$ cat config.mk
export PLATFORM = sky130hd
export DESIGN_NAME = sah_fifo
export DESIGN_NICKNAME = d
export VERILOG_FILES = /design/src/hdl/sah_fifo.sv
export SDC_FILE = /design/constraint.sdc
export NUM_CORES = 1
export LEC_CHECK = 0
export ABC_AREA = 1
export BUFFER_PORTS_ARGS = -buffer_cell sky130_fd_sc_hd__buf_4
export CAP_MARGIN = 10
export CORE_ASPECT_RATIO = 1.5
export CORE_MARGIN = 3
export CORE_UTILIZATION = 60
export CTS_CLUSTER_DIAMETER = 60
export DETAILED_ROUTE_END_ITERATION = 8
export GPL_TIMING_DRIVEN = 0
export PLACE_DENSITY = 0.87
export SLEW_MARGIN = 20
export SYNTH_ARGS = -nofsm -noshare
export SYNTH_HDL_FRONTEND = slang
export SYNTH_SLANG_ARGS = --single-unit
export TNS_END_PERCENT = 20
$ cat constraint.sdc
create_clock -name clk -period 2.32 [get_ports clk]
set_input_delay 0.116 -clock clk [delete_from_list [all_inputs] [get_ports clk]]
set_output_delay 0.116 -clock clk [all_outputs]
set_load 0.03 [all_outputs]
$ cat src/hdl/sah_fifo.sv
// Short queue of closed-run records between the front and back parts.
// Generic width and depth; no package dependencies.
module sah_fifo #(
  parameter int W     = 8,
  parameter int DEPTH = 4
) (
  input  logic         clk,
  input  logic         rst_n,
  input  logic         push,
  input  logic [W-1:0] push_data,
  output logic         full,
  input  logic         pop,
  output logic         not_empty,
  output logic [W-1:0] pop_data
);

  localparam int PW = (DEPTH > 1) ? $clog2(DEPTH) : 1;
  localparam int CNW = $clog2(DEPTH + 1);

  logic [W-1:0]   slot_r [DEPTH];
  logic [PW-1:0]  wr_ptr_r, rd_ptr_r;
  logic [CNW-1:0] count_r;

  assign full      = (count_r == CNW'(DEPTH));
  assign not_empty = (count_r != '0);
  assign pop_data  = slot_r[rd_ptr_r];

  always_ff @(posedge clk) begin
    if (push) begin
      slot_r[wr_ptr_r] <= push_data;
    end
  end

  always_ff @(posedge clk) begin
    if (!rst_n) begin
      wr_ptr_r <= '0;
      rd_ptr_r <= '0;
      count_r  <= '0;
    end else begin
      if (push) begin
        wr_ptr_r <= (wr_ptr_r == PW'(DEPTH - 1)) ? '0 : wr_ptr_r + 1'b1;
      end
      if (pop) begin
        rd_ptr_r <= (rd_ptr_r == PW'(DEPTH - 1)) ? '0 : rd_ptr_r + 1'b1;
      end
      if (push && !pop) begin
        count_r <= count_r + 1'b1;
      end else if (pop && !push) begin
        count_r <= count_r - 1'b1;
      end
    end
  end

endmodule

; ---- Word-level counts from Yosys, hierarchy flattened
; Memories as Yosys holds them, arrays and structs flattened. A register that Yosys moved wholly into a read port is not among the register bits.
; Cells that the tools add are included.
[op_classes]
n_reduce_logical = 6
addsub = 4
mux = 8
eq_ne = 3
[op_table]
columns = operator, n
row1 = $mux W2, 4
row2 = $mux W3, 2
row3 = $add A2 B1 Y2 const B, 2
row4 = $eq A2 B2 Y1 const B, 2
row5 = $add A3 B1 Y3 const B, 1
row6 = $eq A3 B3 Y1 const B, 1
row7 = $reduce_bool A3 Y1, 1
row8 = $sub A3 B1 Y3 const B, 1
row9 = $logic_and A1 B1 Y1, 2
row10 = $logic_not A1 Y1, 2
row11 = $mux W1, 2
row12 = $reduce_bool A2 Y1, 1
[word_totals]
mem_count = 1
out_inout_bits = 10
register_bits = 7
elab_cells = 25
ram_bits = 32
[memory_table]
columns = name, depth, width, read_ports, rd_clocked_by_memory_dff, wr, line_no
row1 = slot_r, 4, 8, 1, 1, 1, 20  ; logic [W-1:0] slot_r [DEPTH];

; ---- Logic depth before layout (Yosys ltp)
[depth]
ltp_word = 4
depth_mapped = 10
ltp_nobuf = 10

; ---- Worst setup path after synthesis
; Ideal clock, no wire load.
[synth_timing]
kind = flip-flop to output port
startpoint = reg with a tool-made name
endpoint = out pop_data[1]
path_stages_with_launch = 5
slack_ns = 1.071
n_path_buf = 1
arrival_time_ns = 1.133
path_cell_list = dfxtp_1 > inv_2 > buf_6 > nor2_1 > o22ai_1
[synth_lines]
columns = element, line_no
row1 = end: declaration, 14  ; output logic [W-1:0] pop_data

==> impl_results.md <==
- Final hold viol count: 0
- Worst vdd ir: 770.2 uV
- Leak: 0.8199 nW
- Vias per inst: 5.354
- Synth warn: 0
- Internal: 1.150 mW
- Max FO, Critical Path: 10
- HP Start: rst_n
- Clock Path Buffers: 2
- Worst Hold Path EP: count_r[2]
- RSZ-0062 raised after global routing: no
- Hold Crit Depth: 3
- Most common cell after layout, fill and taps aside: edfxtp_1
- Iteration-0 DRC Markers: 55
- Placed Area: 1857 sq um
- Worst reg2reg path endpoint: count_r[2]
- Final worst path period share: 72.47%
- First-pass GRT wire length: 5175 um
- Final nets: 191
- Post-CTS Setup Repair Bufs: 0
- Initial Utilization: 65.32%
- Status: complete, no violations
- Combinational Power Share: 17.1%
- Register area share after synthesis: 68.99%
- Post-DP HPWL: 2105 um
- First-pass DRT Iterations: 4
- P&R area growth vs syn: 22.16%
- GRT Resource Usage Total: 20.34%
- Net Count, Synth: 155
- Critical Path Source Type: register
- CP Class: reg2out
- P per Cell Area: 775.3 nW/um^2
- Reg clk slew, reported paths: 0.12 ns
- Sw frac: 26.61%
- Final WS setup: 0.6387 ns
- Synth unique cells: 19
- CTS tree: yes
- CTS root buf: clkbuf_4
- Ports: 22
- Hold slack: 0.01759 ns
- Initial antenna violation count: 0
- Critical path arrival: 1.57 ns
- Fmax: 0.5948 GHz
- Gate Count Post-Synth: 136
- R2R Path Start: count_r[0]
- Synthesized flop and latch total: 41
- Vias: 1,119
- Rel. slew slack: 75.38%
- Die area: 3436 sq um
- Routed WL: 3103 um
- Die X: 48.87 um
- RD Place Congestion: 0.7213
- Die Ht: 70.31 um
- PortBufs: 21
- Sequential Power Share: 54.9%
- TNS Setup: 0 ns
- Finished Cell Area: 2021 sq um
- Most frequent cells in the layout: edfxtp_1, nor2_1, buf_4
- Final core utilization: 79.79%
- Hold crit path type: in2reg
- Clk_lat worst skew: 0.35 ns
- Site row count: 22
- Max-cap violations: 0
- Routed len/inst: 14.85 um
- Final-report max-slew violation count: 0
- Layout cells sized above 1: 20.81%
- Max Clock Skew: 0.01228 ns
- TritonCTS Sinks: 41
- Clock power share: 28.0%
- Htree depth: 2
- Net Sw Power: 0.4168 mW
- DP Worst Slack: 0.8560 ns
- Slew @ Worst Pin: 0.3689 ns
- GRT overflow: 0
- Vias in the first global route: 1,170
- Reg2Reg Depth: 6
- FF-to-FF setup slack: 1.04 ns
- Largest net degree at the start of global routing: 14
- Inserted Diodes: 0
- DRC violations left: 0
- CTS Buf Count: 5
- Post-Syn Area: 1654 sq um
- Post-DRT Antenna Nets: 0
- DP Cell Count: 193
- Setup violators final: 0
- Worst endpoint required time: 2.20 ns
- Power, Total: 1.567 mW
- Final Non-Filler Cells: 209
- Worst setup EP type: primary output
- Core Region: 2532 sq um
- Fin crit period: 1.681 ns
- Mapped Avg Cell Area: 12.16 sq um
-- flip-flops by register name, summed over array words and instances, names as in the netlist, named ones only --
signal and count:
count_r 3, rd_ptr_r 2, slot_r 32, wr_ptr_r 2
-- Yosys cell counts --
| cell | n | area [sq um] |
|---|---|---|
| edfxtp_1 | 32 | 960.9 |
| nor2_1 | 23 | 86.33 |
| inv_1 | 15 | 56.30 |
| o21ai_0 | 15 | 75.07 |
| dfxtp_1 | 9 | 180.2 |
| nand2_1 | 9 | 33.78 |
| o22ai_1 | 8 | 50.05 |
| ha_1 | 6 | 75.07 |
| a21oi_1 | 3 | 15.01 |
| nor3_1 | 3 | 15.01 |
| buf_6 | 2 | 22.52 |
| nor2_2 | 2 | 12.51 |
| o21ai_1 | 2 | 10.01 |
| o21ai_2 | 2 | 17.52 |
| fa_1 | 1 | 20.02 |
| inv_2 | 1 | 3.750 |
| nand3_1 | 1 | 5.000 |
| nand4_1 | 1 | 6.260 |
| xor2_1 | 1 | 8.760 |
-- per-layer routing --
metal / routed length (um) / GRT usage (%) / up-vias
li1: - / - / 545
met1: 1224 / 21.39 / 526
met2: 1657 / 34.49 / 43
met3: 160 / 5.544 / 5
met4: 60 / 14.24 / 0
met5: 0 / 0 / -
-- critical path: stages (launching register included) --
cell and delay [ns]:
dfxtp_1 0.53, inv_2 0.14, buf_6 0.17, o21ai_2 0.12
o22ai_1 0.08, buf_4 0.17
-- timing repair --
action | CTS | global route
hold endpoints to repair | 32 | 0
gates resized for setup | 0 | 0
hold buffers | 8 | 0
-- worst max-delay path by stage --
stage                     depth (start not counted)  slack (ns)     start           to
after floorplan                                   4        1.07  register  pop_data[1]
after global placement                           11        0.98       pop   count_r[2]
after detailed placement                         11        0.86       pop   count_r[2]
after CTS                                         5        0.62  register  pop_data[2]
after global routing                              4        0.52  register  pop_data[2]
final                                             5        0.64  register  pop_data[6]
-- power groups by stage --
stage | combinational [mW] | sequential, mW | clock [mW]
floorplan | 0.163 | 0.868 | 0
global placement | 0.243 | 0.873 | 0
detailed placement | 0.257 | 0.875 | 0
CTS | 0.270 | 0.859 | 0.438
global route | 0.297 | 0.864 | 0.458
finish | 0.268 | 0.859 | 0.439
-- area by class of cell --
| type | instances | area (sq um) |
|---|---|---|
| sequential | 41 | 1141 |
| fill | 171 | 511.7 |
| tap | 36 | 45.04 |
| inverter | 16 | 60.06 |
| buffer | 2 | 22.52 |
| clock buffer | 7 | 76.32 |
| clock inverter | 1 | 7.507 |
| multi-input combinational | 77 | 430.4 |
| timing repair buffer | 29 | 237.7 |
-- kinds of logic after synthesis --
group	Yosys count	share of synthesized area [%]
compound gates	30	10.14
buf+inv	18	4.992
fa+ha+maj	7	5.749
flops	41	68.99
xor+xnor	1	0.5296
simple gates	39	9.606
No activity file was read; power rests on OpenSTA's default activity.
