--- src/hdl/sah_pkg.sv ---
// Shared constants and types for the split-plane sweep block.
// Holds coordinate widths, event and axis codes and configuration indexes.
// No dependencies.
package sah_pkg;

  localparam int COORD_BITS             = 16;
  localparam int DEF_MAX_PRIMITIVES     = 4096;
  localparam int DEF_TRAVERSAL_COST     = 1;
  localparam int QUEUE_DEPTH            = 4;
  localparam int PCOUNT_W               = 13;
  localparam int COST_W                 = 32;
  localparam int AREA_W                 = 34;
  localparam int CFG_IDX_W              = 3;
  localparam int CFG_DATA_W             = 16;

  typedef logic [1:0]              axis_t;
  typedef logic [1:0]              evtype_t;
  typedef logic [COORD_BITS-1:0]   coord_t;
  typedef logic [CFG_IDX_W-1:0]    cfg_idx_t;

  localparam axis_t AXIS_X       = 2'd0;
  localparam axis_t AXIS_Y       = 2'd1;
  localparam axis_t AXIS_Z       = 2'd2;
  localparam axis_t AXIS_BAD     = 2'd3;

  localparam evtype_t EV_END     = 2'd0;
  localparam evtype_t EV_PLANAR  = 2'd1;
  localparam evtype_t EV_START   = 2'd2;
  localparam evtype_t EV_BAD     = 2'd3;

  localparam cfg_idx_t REG_BOX_MIN_X    = 3'd0;
  localparam cfg_idx_t REG_BOX_MIN_Y    = 3'd1;
  localparam cfg_idx_t REG_BOX_MIN_Z    = 3'd2;
  localparam cfg_idx_t REG_BOX_MAX_X    = 3'd3;
  localparam cfg_idx_t REG_BOX_MAX_Y    = 3'd4;
  localparam cfg_idx_t REG_BOX_MAX_Z    = 3'd5;
  localparam cfg_idx_t REG_PRIM_COUNT   = 3'd6;
  localparam cfg_idx_t REG_ISECT_COST   = 3'd7;

  localparam logic [7:0] ISECT_COST_RESET = 8'd80;

endpackage

--- src/hdl/sah_div.sv ---
// Restoring divider, one quotient bit per cycle, 32-bit quotient.
// Flags overflow when the quotient would not fit. Uses sah_pkg.
module sah_div #(
  parameter int DW = 64
) (
  input  logic                      clk,
  input  logic                      rst_n,
  input  logic                      start,
  input  logic [DW-1:0]             num,
  input  logic [sah_pkg::AREA_W-1:0] den,
  output logic                      done,
  output logic [sah_pkg::COST_W-1:0] quo,
  output logic                      ovf
);

  localparam int QW  = sah_pkg::COST_W;
  localparam int RW  = sah_pkg::AREA_W;
  localparam int HW  = (DW - QW > RW) ? DW - QW : RW;
  localparam int CW  = $clog2(QW + 1);

  logic          busy_r;
  logic [CW-1:0] cnt_r;
  logic [RW-1:0] rem_r;
  logic [RW-1:0] den_r;
  logic [QW-1:0] lo_r;
  logic [QW-1:0] q_r;
  logic          ovf_r;
  logic          done_r;
  logic [HW-1:0] hi_ext;
  logic [RW:0]   trial;
  logic          ge;

  assign hi_ext = HW'(num[DW-1:QW]);
  assign trial  = {rem_r, lo_r[QW-1]};
  assign ge     = (trial >= {1'b0, den_r});
  assign done   = done_r;
  assign quo    = q_r;
  assign ovf    = ovf_r;

  always_ff @(posedge clk) begin
    if (!rst_n) begin
      busy_r <= 1'b0;
      done_r <= 1'b0;
      cnt_r  <= '0;
      ovf_r  <= 1'b0;
    end else begin
      done_r <= 1'b0;
      if (start) begin
        den_r <= den;
        lo_r  <= num[QW-1:0];
        q_r   <= '0;
        if (hi_ext >= HW'(den)) begin
          ovf_r  <= 1'b1;
          done_r <= 1'b1;
        end else begin
          ovf_r  <= 1'b0;
          rem_r  <= hi_ext[RW-1:0];
          busy_r <= 1'b1;
          cnt_r  <= CW'(QW);
        end
      end else if (busy_r) begin
        rem_r <= ge ? RW'(trial - {1'b0, den_r}) : trial[RW-1:0];
        lo_r  <= {lo_r[QW-2:0], 1'b0};
        q_r   <= {q_r[QW-2:0], ge};
        cnt_r <= cnt_r - 1'b1;
        if (cnt_r == CW'(1)) begin
          busy_r <= 1'b0;
          done_r <= 1'b1;
        end
      end
    end
  end

endmodule

--- src/hdl/sah_back.sv ---
// Back part: updates per-axis counts, prices each plane and keeps the best.
// Drives the result register. Uses sah_pkg and sah_div.
module sah_back #(
  parameter int MAX_PRIMITIVES = sah_pkg::DEF_MAX_PRIMITIVES,
  parameter int TRAVERSAL_COST = sah_pkg::DEF_TRAVERSAL_COST,
  parameter int CW             = 13,
  parameter int EW             = 3 * 13 + 20
) (
  input  logic                               clk,
  input  logic                               rst_n,
  input  logic                               q_not_empty,
  input  logic [EW-1:0]                      q_data,
  output logic                               pop,
  input  logic [2:0][sah_pkg::COORD_BITS-1:0] box_lo,
  input  logic [2:0][sah_pkg::COORD_BITS-1:0] box_hi,
  input  logic [sah_pkg::PCOUNT_W-1:0]       pcount,
  input  logic                               pcount_wr,
  input  logic [sah_pkg::PCOUNT_W-1:0]       pcount_wdata,
  input  logic [7:0]                         isect_cost,
  output logic                               out_valid,
  input  logic                               out_ready,
  output logic                               out_found,
  output sah_pkg::axis_t                     out_best_axis,
  output sah_pkg::coord_t                    out_best_position,
  output logic [sah_pkg::COST_W-1:0]         out_best_cost,
  output logic                               out_planar_to_right
);

  localparam int XB  = sah_pkg::COORD_BITS;
  localparam int AW  = sah_pkg::AREA_W;
  localparam int NW  = CW + 1;
  localparam int MYW = (NW > 17) ? NW : 17;
  localparam int PW  = AW + MYW;
  localparam int SW  = AW + NW + 1;
  localparam int DW  = SW + 16;
  localparam int KW  = 16;
  localparam int LW  = 18;
  localparam int QW  = sah_pkg::COST_W;
  localparam logic [QW:0]   TRAV = (QW + 1)'(TRAVERSAL_COST * 256);
  localparam logic [QW-1:0] ONES = '1;
  // ceil(2^34 / 5): for any 32-bit x, floor(x / 5) is (x * RECIP5) >> 34.
  localparam logic [QW-1:0] RECIP5 = 32'hCCCC_CCCD;
  localparam int            RSH    = 34;

  typedef enum logic [4:0] {
    S_IDLE, S_UPD, S_EXT, S_BC, S_AT, S_AL, S_AR, S_CHK, S_S1, S_S2,
    S_D1, S_D2, S_DGO, S_DWT, S_BON, S_BON2, S_PICK, S_FIN, S_EMIT
  } state_t;

  function automatic logic [XB-1:0] extent(input logic [XB-1:0] lo, input logic [XB-1:0] hi);
    logic [XB:0] d;
    d = {hi[XB-1], hi} - {lo[XB-1], lo};
    return ($signed(hi) > $signed(lo)) ? d[XB-1:0] : '0;
  endfunction

  function automatic logic [CW-1:0] sat_cnt(input logic [LW-1:0] v);
    return (v > LW'(MAX_PRIMITIVES)) ? CW'(MAX_PRIMITIVES) : v[CW-1:0];
  endfunction

  state_t             state_r;
  logic [EW-1:0]      ent_r;
  logic [CW-1:0]      left_r [3];
  logic [CW-1:0]      right_r [3];
  logic [CW-1:0]      nl_r, np_r, nr_r;
  logic [XB-1:0]      lo_r, hi_r, pc_r;
  logic [XB-1:0]      ea_r, eb_r, ec_r, el_r, er_r;
  logic [2*XB-1:0]    bc_r;
  logic [XB:0]        sbc_r;
  logic [AW-1:0]      at_r, al_r, ar_r;
  logic [SW-1:0]      s_r;
  logic [DW-1:0]      d_r, div_num_r;
  logic [AW-1:0]      div_den_r;
  logic               side_r;
  logic [1:0]         bcnt_r, bl_r, br_r;
  logic [QW-1:0]      cl_r;
  logic [QW-1:0]      cur_r;
  logic [QW-3:0]      q5_r;
  logic               found_r, best_side_r;
  sah_pkg::axis_t     best_axis_r;
  sah_pkg::coord_t    best_pos_r;
  logic [QW-1:0]      best_cost_r;
  logic               out_valid_r;

  logic [CW-1:0]          e_ne, e_np, e_ns;
  sah_pkg::coord_t        e_pos;
  sah_pkg::axis_t         e_ax;
  logic                   e_run, e_last;
  logic [AW-1:0]          mx;
  logic [MYW-1:0]         my;
  logic [PW-1:0]          prod;
  logic                   div_start, div_done, div_ovf;
  logic [QW-1:0]          div_q;
  logic [XB-1:0]          lo_a, hi_a, pc_a;
  logic [XB-1:0]          ext [3];
  logic [NW-1:0]          nlp, npr;
  logic [QW:0]            csum;
  logic [QW-1:0]          cval, pick_cost;
  logic                   pick_side;
  logic [2*QW-1:0]        m5;
  logic [2:0]             rem5;
  logic [QW-1:0]          bon_val;
  logic [CW:0]            gone;
  logic [CW-1:0]          rc_new;

  assign e_ne   = ent_r[CW-1:0];
  assign e_np   = ent_r[2*CW-1:CW];
  assign e_ns   = ent_r[3*CW-1:2*CW];
  assign e_pos  = ent_r[3*CW+XB-1:3*CW];
  assign e_ax   = ent_r[3*CW+XB+1:3*CW+XB];
  assign e_run  = ent_r[3*CW+XB+2];
  assign e_last = ent_r[3*CW+XB+3];

  assign pop       = (state_r == S_IDLE) && q_not_empty;
  assign div_start = (state_r == S_DGO);
  assign nlp       = {1'b0, nl_r} + {1'b0, np_r};
  assign npr       = {1'b0, np_r} + {1'b0, nr_r};
  assign gone      = {1'b0, e_ne} + {1'b0, e_np};
  assign rc_new    = ({1'b0, right_r[e_ax]} > gone)
                     ? CW'({1'b0, right_r[e_ax]} - gone) : '0;

  assign out_valid = out_valid_r;

  always_comb begin
    unique case (e_ax)
      sah_pkg::AXIS_Y: begin lo_a = box_lo[1]; hi_a = box_hi[1]; end
      sah_pkg::AXIS_Z: begin lo_a = box_lo[2]; hi_a = box_hi[2]; end
      default:         begin lo_a = box_lo[0]; hi_a = box_hi[0]; end
    endcase
    if ($signed(e_pos) < $signed(lo_a)) begin
      pc_a = lo_a;
    end else if ($signed(e_pos) > $signed(hi_a)) begin
      pc_a = hi_a;
    end else begin
      pc_a = e_pos;
    end
    for (int i = 0; i < 3; i++) begin
      ext[i] = extent(box_lo[i], box_hi[i]);
    end
  end

  always_comb begin
    mx = '0;
    my = '0;
    unique case (state_r)
      S_BC: begin mx = AW'(eb_r);  my = MYW'(ec_r); end
      S_AT: begin mx = AW'(ea_r);  my = MYW'(sbc_r); end
      S_AL: begin mx = AW'(el_r);  my = MYW'(sbc_r); end
      S_AR: begin mx = AW'(er_r);  my = MYW'(sbc_r); end
      S_S1: begin mx = al_r; my = side_r ? MYW'(nl_r) : MYW'(nlp); end
      S_S2: begin mx = ar_r; my = side_r ? MYW'(npr) : MYW'(nr_r); end
      S_D1: begin mx = AW'(s_r[24:0]);    my = MYW'({isect_cost, 8'd0}); end
      S_D2: begin mx = AW'(s_r[SW-1:25]); my = MYW'({isect_cost, 8'd0}); end
      default: begin mx = '0; my = '0; end
    endcase
    prod = PW'(mx) * PW'(my);
  end

  always_comb begin
    csum = TRAV + {1'b0, div_q};
    if (div_ovf || csum[QW]) begin
      cval = ONES;
    end else begin
      cval = csum[QW-1:0];
    end
    // Bonus step: floor(4c/5) = 4q + max(r - 1, 0) with c = 5q + r.
    m5      = (2*QW)'(cur_r) * (2*QW)'(RECIP5);
    rem5    = 3'(cur_r - ({q5_r, 2'b00} + QW'(q5_r)));
    bon_val = {q5_r, 2'b00} + QW'((rem5 != 3'd0) ? rem5 - 3'd1 : 3'd0);
    if (cur_r < cl_r) begin
      pick_cost = cur_r;
      pick_side = 1'b1;
    end else begin
      pick_cost = cl_r;
      pick_side = 1'b0;
    end
  end

  sah_div #(.DW(DW)) u_div (
    .clk   (clk),
    .rst_n (rst_n),
    .start (div_start),
    .num   (div_num_r),
    .den   (div_den_r),
    .done  (div_done),
    .quo   (div_q),
    .ovf   (div_ovf)
  );

  always_ff @(posedge clk) begin
    if (!rst_n) begin
      state_r     <= S_IDLE;
      out_valid_r <= 1'b0;
      found_r     <= 1'b0;
      best_cost_r <= ONES;
      best_axis_r <= sah_pkg::AXIS_X;
      best_pos_r  <= '0;
      best_side_r <= 1'b0;
      side_r      <= 1'b0;
      bcnt_r      <= '0;
      for (int i = 0; i < 3; i++) begin
        left_r[i]  <= '0;
        right_r[i] <= '0;
      end
    end else begin
      if (out_valid_r && out_ready && (state_r != S_EMIT)) begin
        out_valid_r <= 1'b0;
      end
      if (pcount_wr) begin
        for (int i = 0; i < 3; i++) begin
          right_r[i] <= sat_cnt(LW'(pcount_wdata));
        end
      end
      unique case (state_r)
        S_IDLE: begin
          if (q_not_empty) begin
            ent_r   <= q_data;
            state_r <= S_UPD;
          end
        end
        S_UPD: begin
          if (e_run) begin
            right_r[e_ax] <= rc_new;
            left_r[e_ax]  <= sat_cnt(LW'(left_r[e_ax]) + LW'(e_np) + LW'(e_ns));
            nl_r    <= left_r[e_ax];
            np_r    <= e_np;
            nr_r    <= rc_new;
            lo_r    <= lo_a;
            hi_r    <= hi_a;
            pc_r    <= pc_a;
            state_r <= ($signed(lo_a) < $signed(hi_a)) ? S_EXT : S_FIN;
          end else begin
            state_r <= S_FIN;
          end
        end
        S_EXT: begin
          el_r <= extent(lo_r, pc_r);
          er_r <= extent(pc_r, hi_r);
          unique case (e_ax)
            sah_pkg::AXIS_Y: begin ea_r <= ext[1]; eb_r <= ext[2]; ec_r <= ext[0]; end
            sah_pkg::AXIS_Z: begin ea_r <= ext[2]; eb_r <= ext[0]; ec_r <= ext[1]; end
            default:         begin ea_r <= ext[0]; eb_r <= ext[1]; ec_r <= ext[2]; end
          endcase
          // Empty-side bonus counts; a side can earn the bonus twice.
          bl_r <= 2'({1'b0, ($signed(pc_r) > $signed(lo_r)) && (nlp == '0)})
                + 2'({1'b0, ($signed(pc_r) < $signed(hi_r)) && (nr_r == '0)});
          br_r <= 2'({1'b0, ($signed(pc_r) > $signed(lo_r)) && (nl_r == '0)})
                + 2'({1'b0, ($signed(pc_r) < $signed(hi_r)) && (npr == '0)});
          state_r <= S_BC;
        end
        S_BC: begin
          bc_r    <= prod[2*XB-1:0];
          sbc_r   <= {1'b0, eb_r} + {1'b0, ec_r};
          state_r <= S_AT;
        end
        S_AT: begin
          at_r    <= prod[AW-1:0] + AW'(bc_r);
          state_r <= S_AL;
        end
        S_AL: begin
          al_r    <= prod[AW-1:0] + AW'(bc_r);
          state_r <= S_AR;
        end
        S_AR: begin
          ar_r    <= prod[AW-1:0] + AW'(bc_r);
          state_r <= S_CHK;
        end
        S_CHK: begin
          side_r  <= 1'b0;
          state_r <= (at_r == '0) ? S_FIN : S_S1;
        end
        S_S1: begin
          s_r     <= SW'(prod);
          state_r <= S_S2;
        end
        S_S2: begin
          s_r     <= s_r + SW'(prod);
          state_r <= S_D1;
        end
        S_D1: begin
          d_r     <= DW'(prod);
          state_r <= S_D2;
        end
        S_D2: begin
          div_num_r <= d_r + (DW'(prod) << 25);
          div_den_r <= at_r;
          bcnt_r    <= side_r ? br_r : bl_r;
          state_r   <= S_DGO;
        end
        S_DGO: begin
          state_r <= S_DWT;
        end
        S_DWT: begin
          if (div_done) begin
            cur_r   <= cval;
            state_r <= S_BON;
          end
        end
        S_BON: begin
          if (bcnt_r != '0) begin
            // Bonus: cost * 4 / 5 by reciprocal multiplication, split over S_BON and S_BON2.
            q5_r    <= m5[2*QW-1:RSH];
            state_r <= S_BON2;
          end else if (!side_r) begin
            cl_r    <= cur_r;
            side_r  <= 1'b1;
            state_r <= S_S1;
          end else begin
            if (!found_r || (pick_cost < best_cost_r)) begin
              found_r     <= 1'b1;
              best_cost_r <= pick_cost;
              best_axis_r <= e_ax;
              best_pos_r  <= e_pos;
              best_side_r <= pick_side;
            end
            state_r <= S_PICK;
          end
        end
        S_BON2: begin
          cur_r   <= bon_val;
          bcnt_r  <= bcnt_r - 1'b1;
          state_r <= S_BON;
        end
        S_PICK: begin
          state_r <= S_FIN;
        end
        S_FIN: begin
          state_r <= e_last ? S_EMIT : S_IDLE;
        end
        S_EMIT: begin
          if (!out_valid_r || out_ready) begin
            out_valid_r         <= 1'b1;
            out_found           <= found_r;
            out_best_axis       <= best_axis_r;
            out_best_position   <= best_pos_r;
            out_best_cost       <= best_cost_r;
            out_planar_to_right <= best_side_r;
            found_r     <= 1'b0;
            best_cost_r <= ONES;
            best_axis_r <= sah_pkg::AXIS_X;
            best_pos_r  <= '0;
            best_side_r <= 1'b0;
            for (int i = 0; i < 3; i++) begin
              left_r[i]  <= '0;
              right_r[i] <= sat_cnt(LW'(pcount));
            end
            state_r <= S_IDLE;
          end
        end
        default: state_r <= S_IDLE;
      endcase
    end
  end

endmodule

--- config.mk ---
export PLATFORM = sky130hd
export DESIGN_NAME = sah_back
export DESIGN_NICKNAME = d
export VERILOG_FILES = /design/src/hdl/sah_pkg.sv /design/src/hdl/sah_div.sv /design/src/hdl/sah_back.sv
export SDC_FILE = /design/constraint.sdc
export NUM_CORES = 2
export LEC_CHECK = 0
export BUFFER_PORTS_ARGS = -buffer_cell sky130_fd_sc_hd__buf_2
export CAP_MARGIN = 20
export CORE_MARGIN = 4
export CORE_UTILIZATION = 25
export CTS_BUF_LIST = sky130_fd_sc_hd__clkbuf_4
export CTS_CLUSTER_DIAMETER = 60
export DETAILED_ROUTE_END_ITERATION = 6
export GPL_TIMING_DRIVEN = 0
export SLEW_MARGIN = 15
export SYNTH_ARGS = -nofsm -noshare
export SYNTH_HDL_FRONTEND = slang
export SYNTH_SLANG_ARGS = --single-unit
--- constraint.sdc ---
create_clock -name clk -period 13.9 [get_ports clk]
set_input_delay 0.695 -clock clk [delete_from_list [all_inputs] [get_ports clk]]
set_output_delay 0.695 -clock clk [all_outputs]
set_load 0.05 [all_outputs]
# Word level (Yosys, flattened, before mapping)
# Memory sizes are Yosys's and may differ from the RTL's. A register that Yosys moved wholly into a read port is not among the register bits.
# Cells that the tools add are included.
dict set report totals {
  output_inout_bits 54
  ramBits 78
  wordCells 294
  mem_bits_ro 0
  latchBits 0
  memories 2
  regBits 928
}
dict set report op_classes {
  n_div 0
  bitwise_logic 11
  n_mux 110
  n_eq_ne 29
  n_addsub 25
  n_shift 0
  n_lt_le_gt_ge 17
  multipliers 2
  reduce_logical 50
}
# name words word_bits rd rd_ports_with_merged_regs write_ports line_no
set memory_table {}
lappend memory_table {left_r 3 13 1 1 3 sah_back.sv:62} ;# logic [CW-1:0] left_r [3];
lappend memory_table {right_r 3 13 1 1 4 sah_back.sv:63} ;# logic [CW-1:0] right_r [3];
# cell n
set ops {}
lappend ops {{$mux 32} 11}
lappend ops {{$pmux 34 s8} 1}
lappend ops {{$pmux 16 s2} 6}
lappend ops {{$mux 13} 14}
lappend ops {{$mux 16} 9}
lappend ops {{$mux 34} 4}
lappend ops {{$pmux 32 s2} 2}
lappend ops {{$pmux 49 s2} 1}
lappend ops {{$gt 16x16->1} 6}
lappend ops {{$pmux 5 s19} 1}
lappend ops {{$pmux 17 s5} 1}
lappend ops {{$sub 16x16->16} 5}
lappend ops {{$add 51x65->65} 1}
lappend ops {{$lt 32x32->1} 2}
lappend ops {{$mul 32x32->64 const B} 1}
lappend ops {{$add 13x13->14} 4}
lappend ops {{$mul 34x17->51} 1}
lappend ops {{$add 49x49->49} 1}
lappend ops {{$lt 16x16->1} 3}
lappend ops {{$mux 5} 9}
lappend ops {{$eq 5x4->1 const B} 8}
lappend ops {{$ge 35x34->1} 1}
lappend ops {{$add 34x32->34} 1}
lappend ops {{$ge 33x34->1} 1}
lappend ops {{other kinds (49)} 150}

# Longest topological paths before layout
dict set report logic_depth {
  ltp_word 8
  mapped_depth 49
  depth_no_buf 48
}

# By module
# From an unflattened synthesis, not the netlist that was laid out.
dict set report unflattened {
  cells_unflattened 9198
  area_unflattened_um2 94738.4
}
# mod cells_each area_each_um2 n_inst
set modules_own_cells {}
lappend modules_own_cells {sah_back 8401 86177.7 1}
lappend modules_own_cells {sah_div 797 8560.7 1}

# Worst setup path before layout
# No wires, ideal clock.
dict set report synth_timing {
  path_kind {reg-to-reg}
  from {register nl_r[0] (read register of left_r)}
  to {register s_r[41] (data pin)}
  arrival_time_ns 10.838
  path_buffers 2
  path_slack_ns 2.809
  stages_incl_launch_ff 47
  period_less_slack_ns 11.091
  cell_sequence {edfxtp_1 > ha_1 > fa_1 > a21o_1 > a21oi_1 > o21bai_1 > a31oi_1 > nor2_1 > a2111oi_1 > o21bai_1 > a21o_1 > xnor2_1 > o221ai_1 > clkbuf_1 > nand2_1 > fa_1 > inv_1 > ha_1 > [11 not listed] > a221o_1 > a21o_1 > a21o_1 > a21oi_1 > xnor2_1 > ha_1 > clkbuf_1 > and3_1 > and2_1 > a221oi_1 > nand3_1 > a311o_1 > and3_1 > and3_1 > o31ai_4 > o21bai_1 > mux2i_1 > a21o_1}
}
dict set report synth_between {
  elab_chain_cells 6
}
# element line_no
set synth_rtl {}
lappend synth_rtl {{from (decl)} sah_back.sv:64} ;# logic [CW-1:0] nl_r, np_r, nr_r;
lappend synth_rtl {{$add 13x13->14} sah_back.sv:115} ;# assign nlp = {1'b0, nl_r} + {1'b0, np_r};
lappend synth_rtl {{$mux 14 *} sah_back.sv:149} ;# S_S1: begin mx = al_r; my = side_r ? MYW'(nl_r) : MYW'(nlp); end
lappend synth_rtl {{$pmux 17 s5 *} sah_back.sv:144} ;# unique case (state_r)
lappend synth_rtl {{$mul 34x17->51 *} sah_back.sv:155} ;# prod = PW'(mx) * PW'(my);
lappend synth_rtl {{net prod[21]} sah_back.sv:90} ;# logic [PW-1:0] prod;
lappend synth_rtl {{$add 49x49->49 *} sah_back.sv:276} ;# s_r <= s_r + SW'(prod);
lappend synth_rtl {{$pmux 49 s2 *} sah_back.sv:213} ;# unique case (state_r)
lappend synth_rtl {{to (signal assigned)} sah_back.sv:272} ;# s_r <= SW'(prod);
lappend synth_rtl {{to (signal assigned)} sah_back.sv:276}
lappend synth_rtl {{to (decl)} sah_back.sv:70} ;# logic [SW-1:0] s_r;
# The timed path passes the listed nets; every way through them passes the cells marked *.
# A chain may end at the register's enable or synchronous reset.

# Worst setup path after layout
dict set report layout_timing {
  from {register state_r[1]}
  to {register s_r[47] (data pin)}
}
dict set report layout_between {
  elab_chain_cells 6
  word_cells_on_any_way 15
  cone_classes {add/sub: 1; mul: 1; eq/ne: 8; mux: 3; reduce/logical: 2}
}
# element line_no
set layout_rtl {}
lappend layout_rtl {{from (decl)} sah_back.sv:60} ;# state_t state_r;
lappend layout_rtl {{from (signal assigned)} sah_back.sv:230} ;# state_r <= ($signed(lo_a) < $signed(hi_a)) ? S_EXT : S_FIN;
lappend layout_rtl {{from (signal assigned)} sah_back.sv:269} ;# state_r <= (at_r == '0) ? S_FIN : S_S1;
lappend layout_rtl {{from (signal assigned)} sah_back.sv:327} ;# state_r <= e_last ? S_EMIT : S_IDLE;
lappend layout_rtl {{$eq 5x3->1 / $eq 5x4->1 (equally long branches)} sah_back.sv:144}
lappend layout_rtl {{$reduce_or 3->1 (no line) / $reduce_or 2->1 (equally long branches)} --}
lappend layout_rtl {{$pmux 17 s5} sah_back.sv:144}
lappend layout_rtl {{$mul 34x17->51 *} sah_back.sv:155}
lappend layout_rtl {{net prod[21]} sah_back.sv:90}
lappend layout_rtl {{$add 49x49->49 *} sah_back.sv:276}
lappend layout_rtl {{$pmux 49 s2 *} sah_back.sv:213}
# Marks and branches as above.

==> results.sh <==
export IMPL_final_core_util_pct=28.6
export IMPL_syn_area_per_cell_um2=10.2
export IMPL_placed_cell_area_um2=103000
export IMPL_wl_um=311000
export IMPL_async_flop_share_pct=0
export IMPL_cp_common_cell="fa_1"
export IMPL_critPathBufInv=9
export IMPL_synth_area_um2=94100
export IMPL_arrival_ps=14280
export IMPL_fin_crit_sh_pct=96.5
export IMPL_max_cap_viol_count=0
export IMPL_cp_max_fo=10
export IMPL_critical_path_max_stage_delay_ps=790
export IMPL_max_slew_margin_pct=12.5
export IMPL_yosys_area_top_type_share_pct=30.7
export IMPL_status="completed"
export IMPL_die_w_um=622
export IMPL_stdcell_area_um2=108000
export IMPL_drive_gt1_share_pct=9.25
export IMPL_cp_data_required_time_ps=14770
export IMPL_yosys_area_top_type="edfxtp_1"
export IMPL_drt_pass1_iter_count=6
export IMPL_via_count=71700
export IMPL_clockRootBuffer="clkbuf_4"
export IMPL_core_region_area_um2=375000
export IMPL_hold_violations=0
export IMPL_wl_per_cell_um=20.4
export IMPL_tns_ps=0
export IMPL_irDropWorstVdd_uv=97.9
export IMPL_viasPerCell=4.71
export IMPL_holdWs_ps=148
export IMPL_portBuffers=247
export IMPL_ys_warn_count=0
export IMPL_area_delta_synth_final_pct=14.2
export IMPL_max_slew_worst_pin_slew_ps=1310
export IMPL_fin_nets=12100
export IMPL_hpwl_um=260000
export IMPL_powerDensity_nw_per_um2=76.0
export IMPL_synth_distinct_cells=100
export IMPL_grt_antenna_before_repair=52
export IMPL_cts_sinks=1034
export IMPL_grt_pass1_vias=72600
export IMPL_numCtsBuffers=281
export IMPL_cp_end_kind="flip-flop"
export IMPL_fin_crit_ps=13410
export IMPL_ys_seq_elements=1034
export IMPL_path_delay_family="compound AO/OA/AOI/OAI gates"
export IMPL_drtAntennaViolNets=0
export IMPL_start_kind="flip-flop"
export IMPL_post_route_drc_count=0
export IMPL_crit_slowest_cell="clkbuf_1"
export IMPL_rows=225
export IMPL_overflow=0
export IMPL_hold_class="input pin to flip-flop"
export IMPL_grt_pass1_wl_um=463000
export IMPL_synth_edf_count=962
export IMPL_cts_tree="yes"
export IMPL_fin_skew_ps=147
export IMPL_max_freq_mhz=74.6
export IMPL_grt_max_degree=46
export IMPL_clk_pin_slew_ps=70
export IMPL_dieArea_um2=386000
export IMPL_setup_violations=0
export IMPL_finalWeightedCongestion=0.979
export IMPL_drt_iter0_markers=6161
export IMPL_finalMaxSlewViolations=0
export IMPL_die_h_um=622
export IMPL_track_usage_pct=15.8
export IMPL_synth_ff_type="edfxtp_1"
export IMPL_clk_path_buf_depth=4
export IMPL_insertion_delay_ps=1200
export IMPL_synthTopCellsByArea="edfxtp_1 (31%), fa_1 (20%), ha_1 (13%), inv_1 (6.3%), nand2_1 (3.8%)"
export IMPL_start_util_pct=25.1
export IMPL_rsz0062_at_grt="false"
export IMPL_synth_cells=9237
export IMPL_pin_count=248
export IMPL_p_leak_nw=46.9
export IMPL_path_class="flip-flop to flip-flop"
export IMPL_synth_seq_area_share_pct=32.2
export IMPL_h_tree_depth=5
[stage by stage]
| stage | power (mW) | setup slack, ps | instances |
|---|---|---|---|
| 5_1_grt | 8.61 | 54.2 | 15200 |
| 4_1_cts | 8.23 | 49.9 | 15200 |
| 2_1_floorplan | 4.83 | 2810 | 9271 |
| 3_3_place_gp | 5.43 | -452 | 14500 |
| 6_report | 8.18 | 489 | 15200 |
| 3_5_place_dp | 5.45 | -245 | 14600 |
[final cells by class]
type,instances,area [um2]
Sequential cell,1034,30300
Fill cell,39400,268000
Clock inverter,86,472
Multi-Input combinational cell,6375,57200
Clock buffer,387,2910
Timing Repair Buffer,448,3240
Tap cell,4994,6250
Buffer,272,1070
Antenna cell,35,87.6
Inverter,1590,5970
[cell usage in the layout, fill, tap and decap left out, drive strengths merged, types with 95 or more instances in the layout]
cell type    instances
nor3               109
buf                381
o21ai              317
fa                 924
nand2b              95
ha                 948
nand2              941
a21oi              471
clkbuf             615
nor2               529
nand4              107
xnor2              241
a21o               185
inv               1597
a22oi              139
nand3              115
and2               118
dlygate4sd3        111
xor2               146
edfxtp             962
[path summary, 6_finish.rpt]
path	startpoint	endpoint	slack (ps)	cells after the start
max	state_r[1]	s_r[47]	490	40
min	box_hi[6]	hi_r[6]	150	3
max reg2reg	state_r[1]	s_r[47]	490	40
min reg2reg	d_r[8]	div_num_r[8]	380	0
[kinds of logic (layout without fill, tap and decap cells)]
family,Yosys count,in the layout,synth area share (%)
AOI/OAI and AO/OA,1644,1644,11.4
xor gates and xnor gates,387,387,3.62
adders and majority gates,1872,1872,32.3
buffers and inverters,1862,2783,7.46
DFF,1034,1034,32.2
muxes,141,141,1.88
other,2,71,0.00798
and+or+nand+nor,2295,2295,11.2
[cell usage after synthesis, types with 17 or more instances]
cell,count
xnor2_1,240
nand2b_1,95
a211oi_1,46
nor3_1,107
mux4_2,26
a21oi_1,469
xor2_1,145
mux2i_1,90
nand4_1,106
ha_1,948
a21o_1,185
o21ai_0,271
nor2b_1,90
nand3_1,115
or3_1,31
dfxtp_1,72
or2_2,17
inv_1,1589
nor4_1,47
and3_1,44
a22oi_1,139
nand2_1,941
o211ai_1,36
o21bai_1,37
nor2_1,527
a22o_1,42
a31oi_1,77
a221oi_1,33
a211o_1,19
fa_1,924
buf_1,26
mux2_2,25
edfxtp_1,962
o21a_1,51
o21ai_1,46
and2_1,118
clkbuf_1,227
[metal layers]
layer	wire, um	global-route usage (%)
met5	155	0
met4	13400	6.50
met3	23100	2.94
met2	143000	25.6
met1	132000	20.6
[tightest hold or removal path, stage by stage]
cell     delay [ps]
buf_2           140
nor2_1          100
a21oi_1         100
[where the power goes]
group	switching (mW)	internal, mW	total [mW]
Clock	1.35	1.36	2.71
Combinational	1.22	0.663	1.88
Sequential	0.0628	3.52	3.58
Total	2.63	5.54	8.18
[sequential cells by signal, indices dropped and copies added, names as in the netlist, 17 cells and up, named ones only]
signal,cells
q5_r,30
al_r,34
d_r,51
div_num_r,65
at_r,34
cur_r,32
u_div.lo_r,32
out_best_cost,32
u_div.den_r,34
div_den_r,34
right_r,52
best_cost_r,32
left_r,52
u_div.rem_r,34
ent_r,59
ar_r,34
bc_r,32
s_r,49
u_div.quo,32
sbc_r,17
cl_r,32
[timing repair]
action / CTS / global route
setup endpoints to repair: 2 / 18
hold buffers: 111 / 0
gates resized for setup: 2 / 36
hold endpoints to repair: 112 / 0
setup buffers: 0 / 2
pin swaps: 0 / 1
No activity file was read; power rests on OpenSTA's default activity.
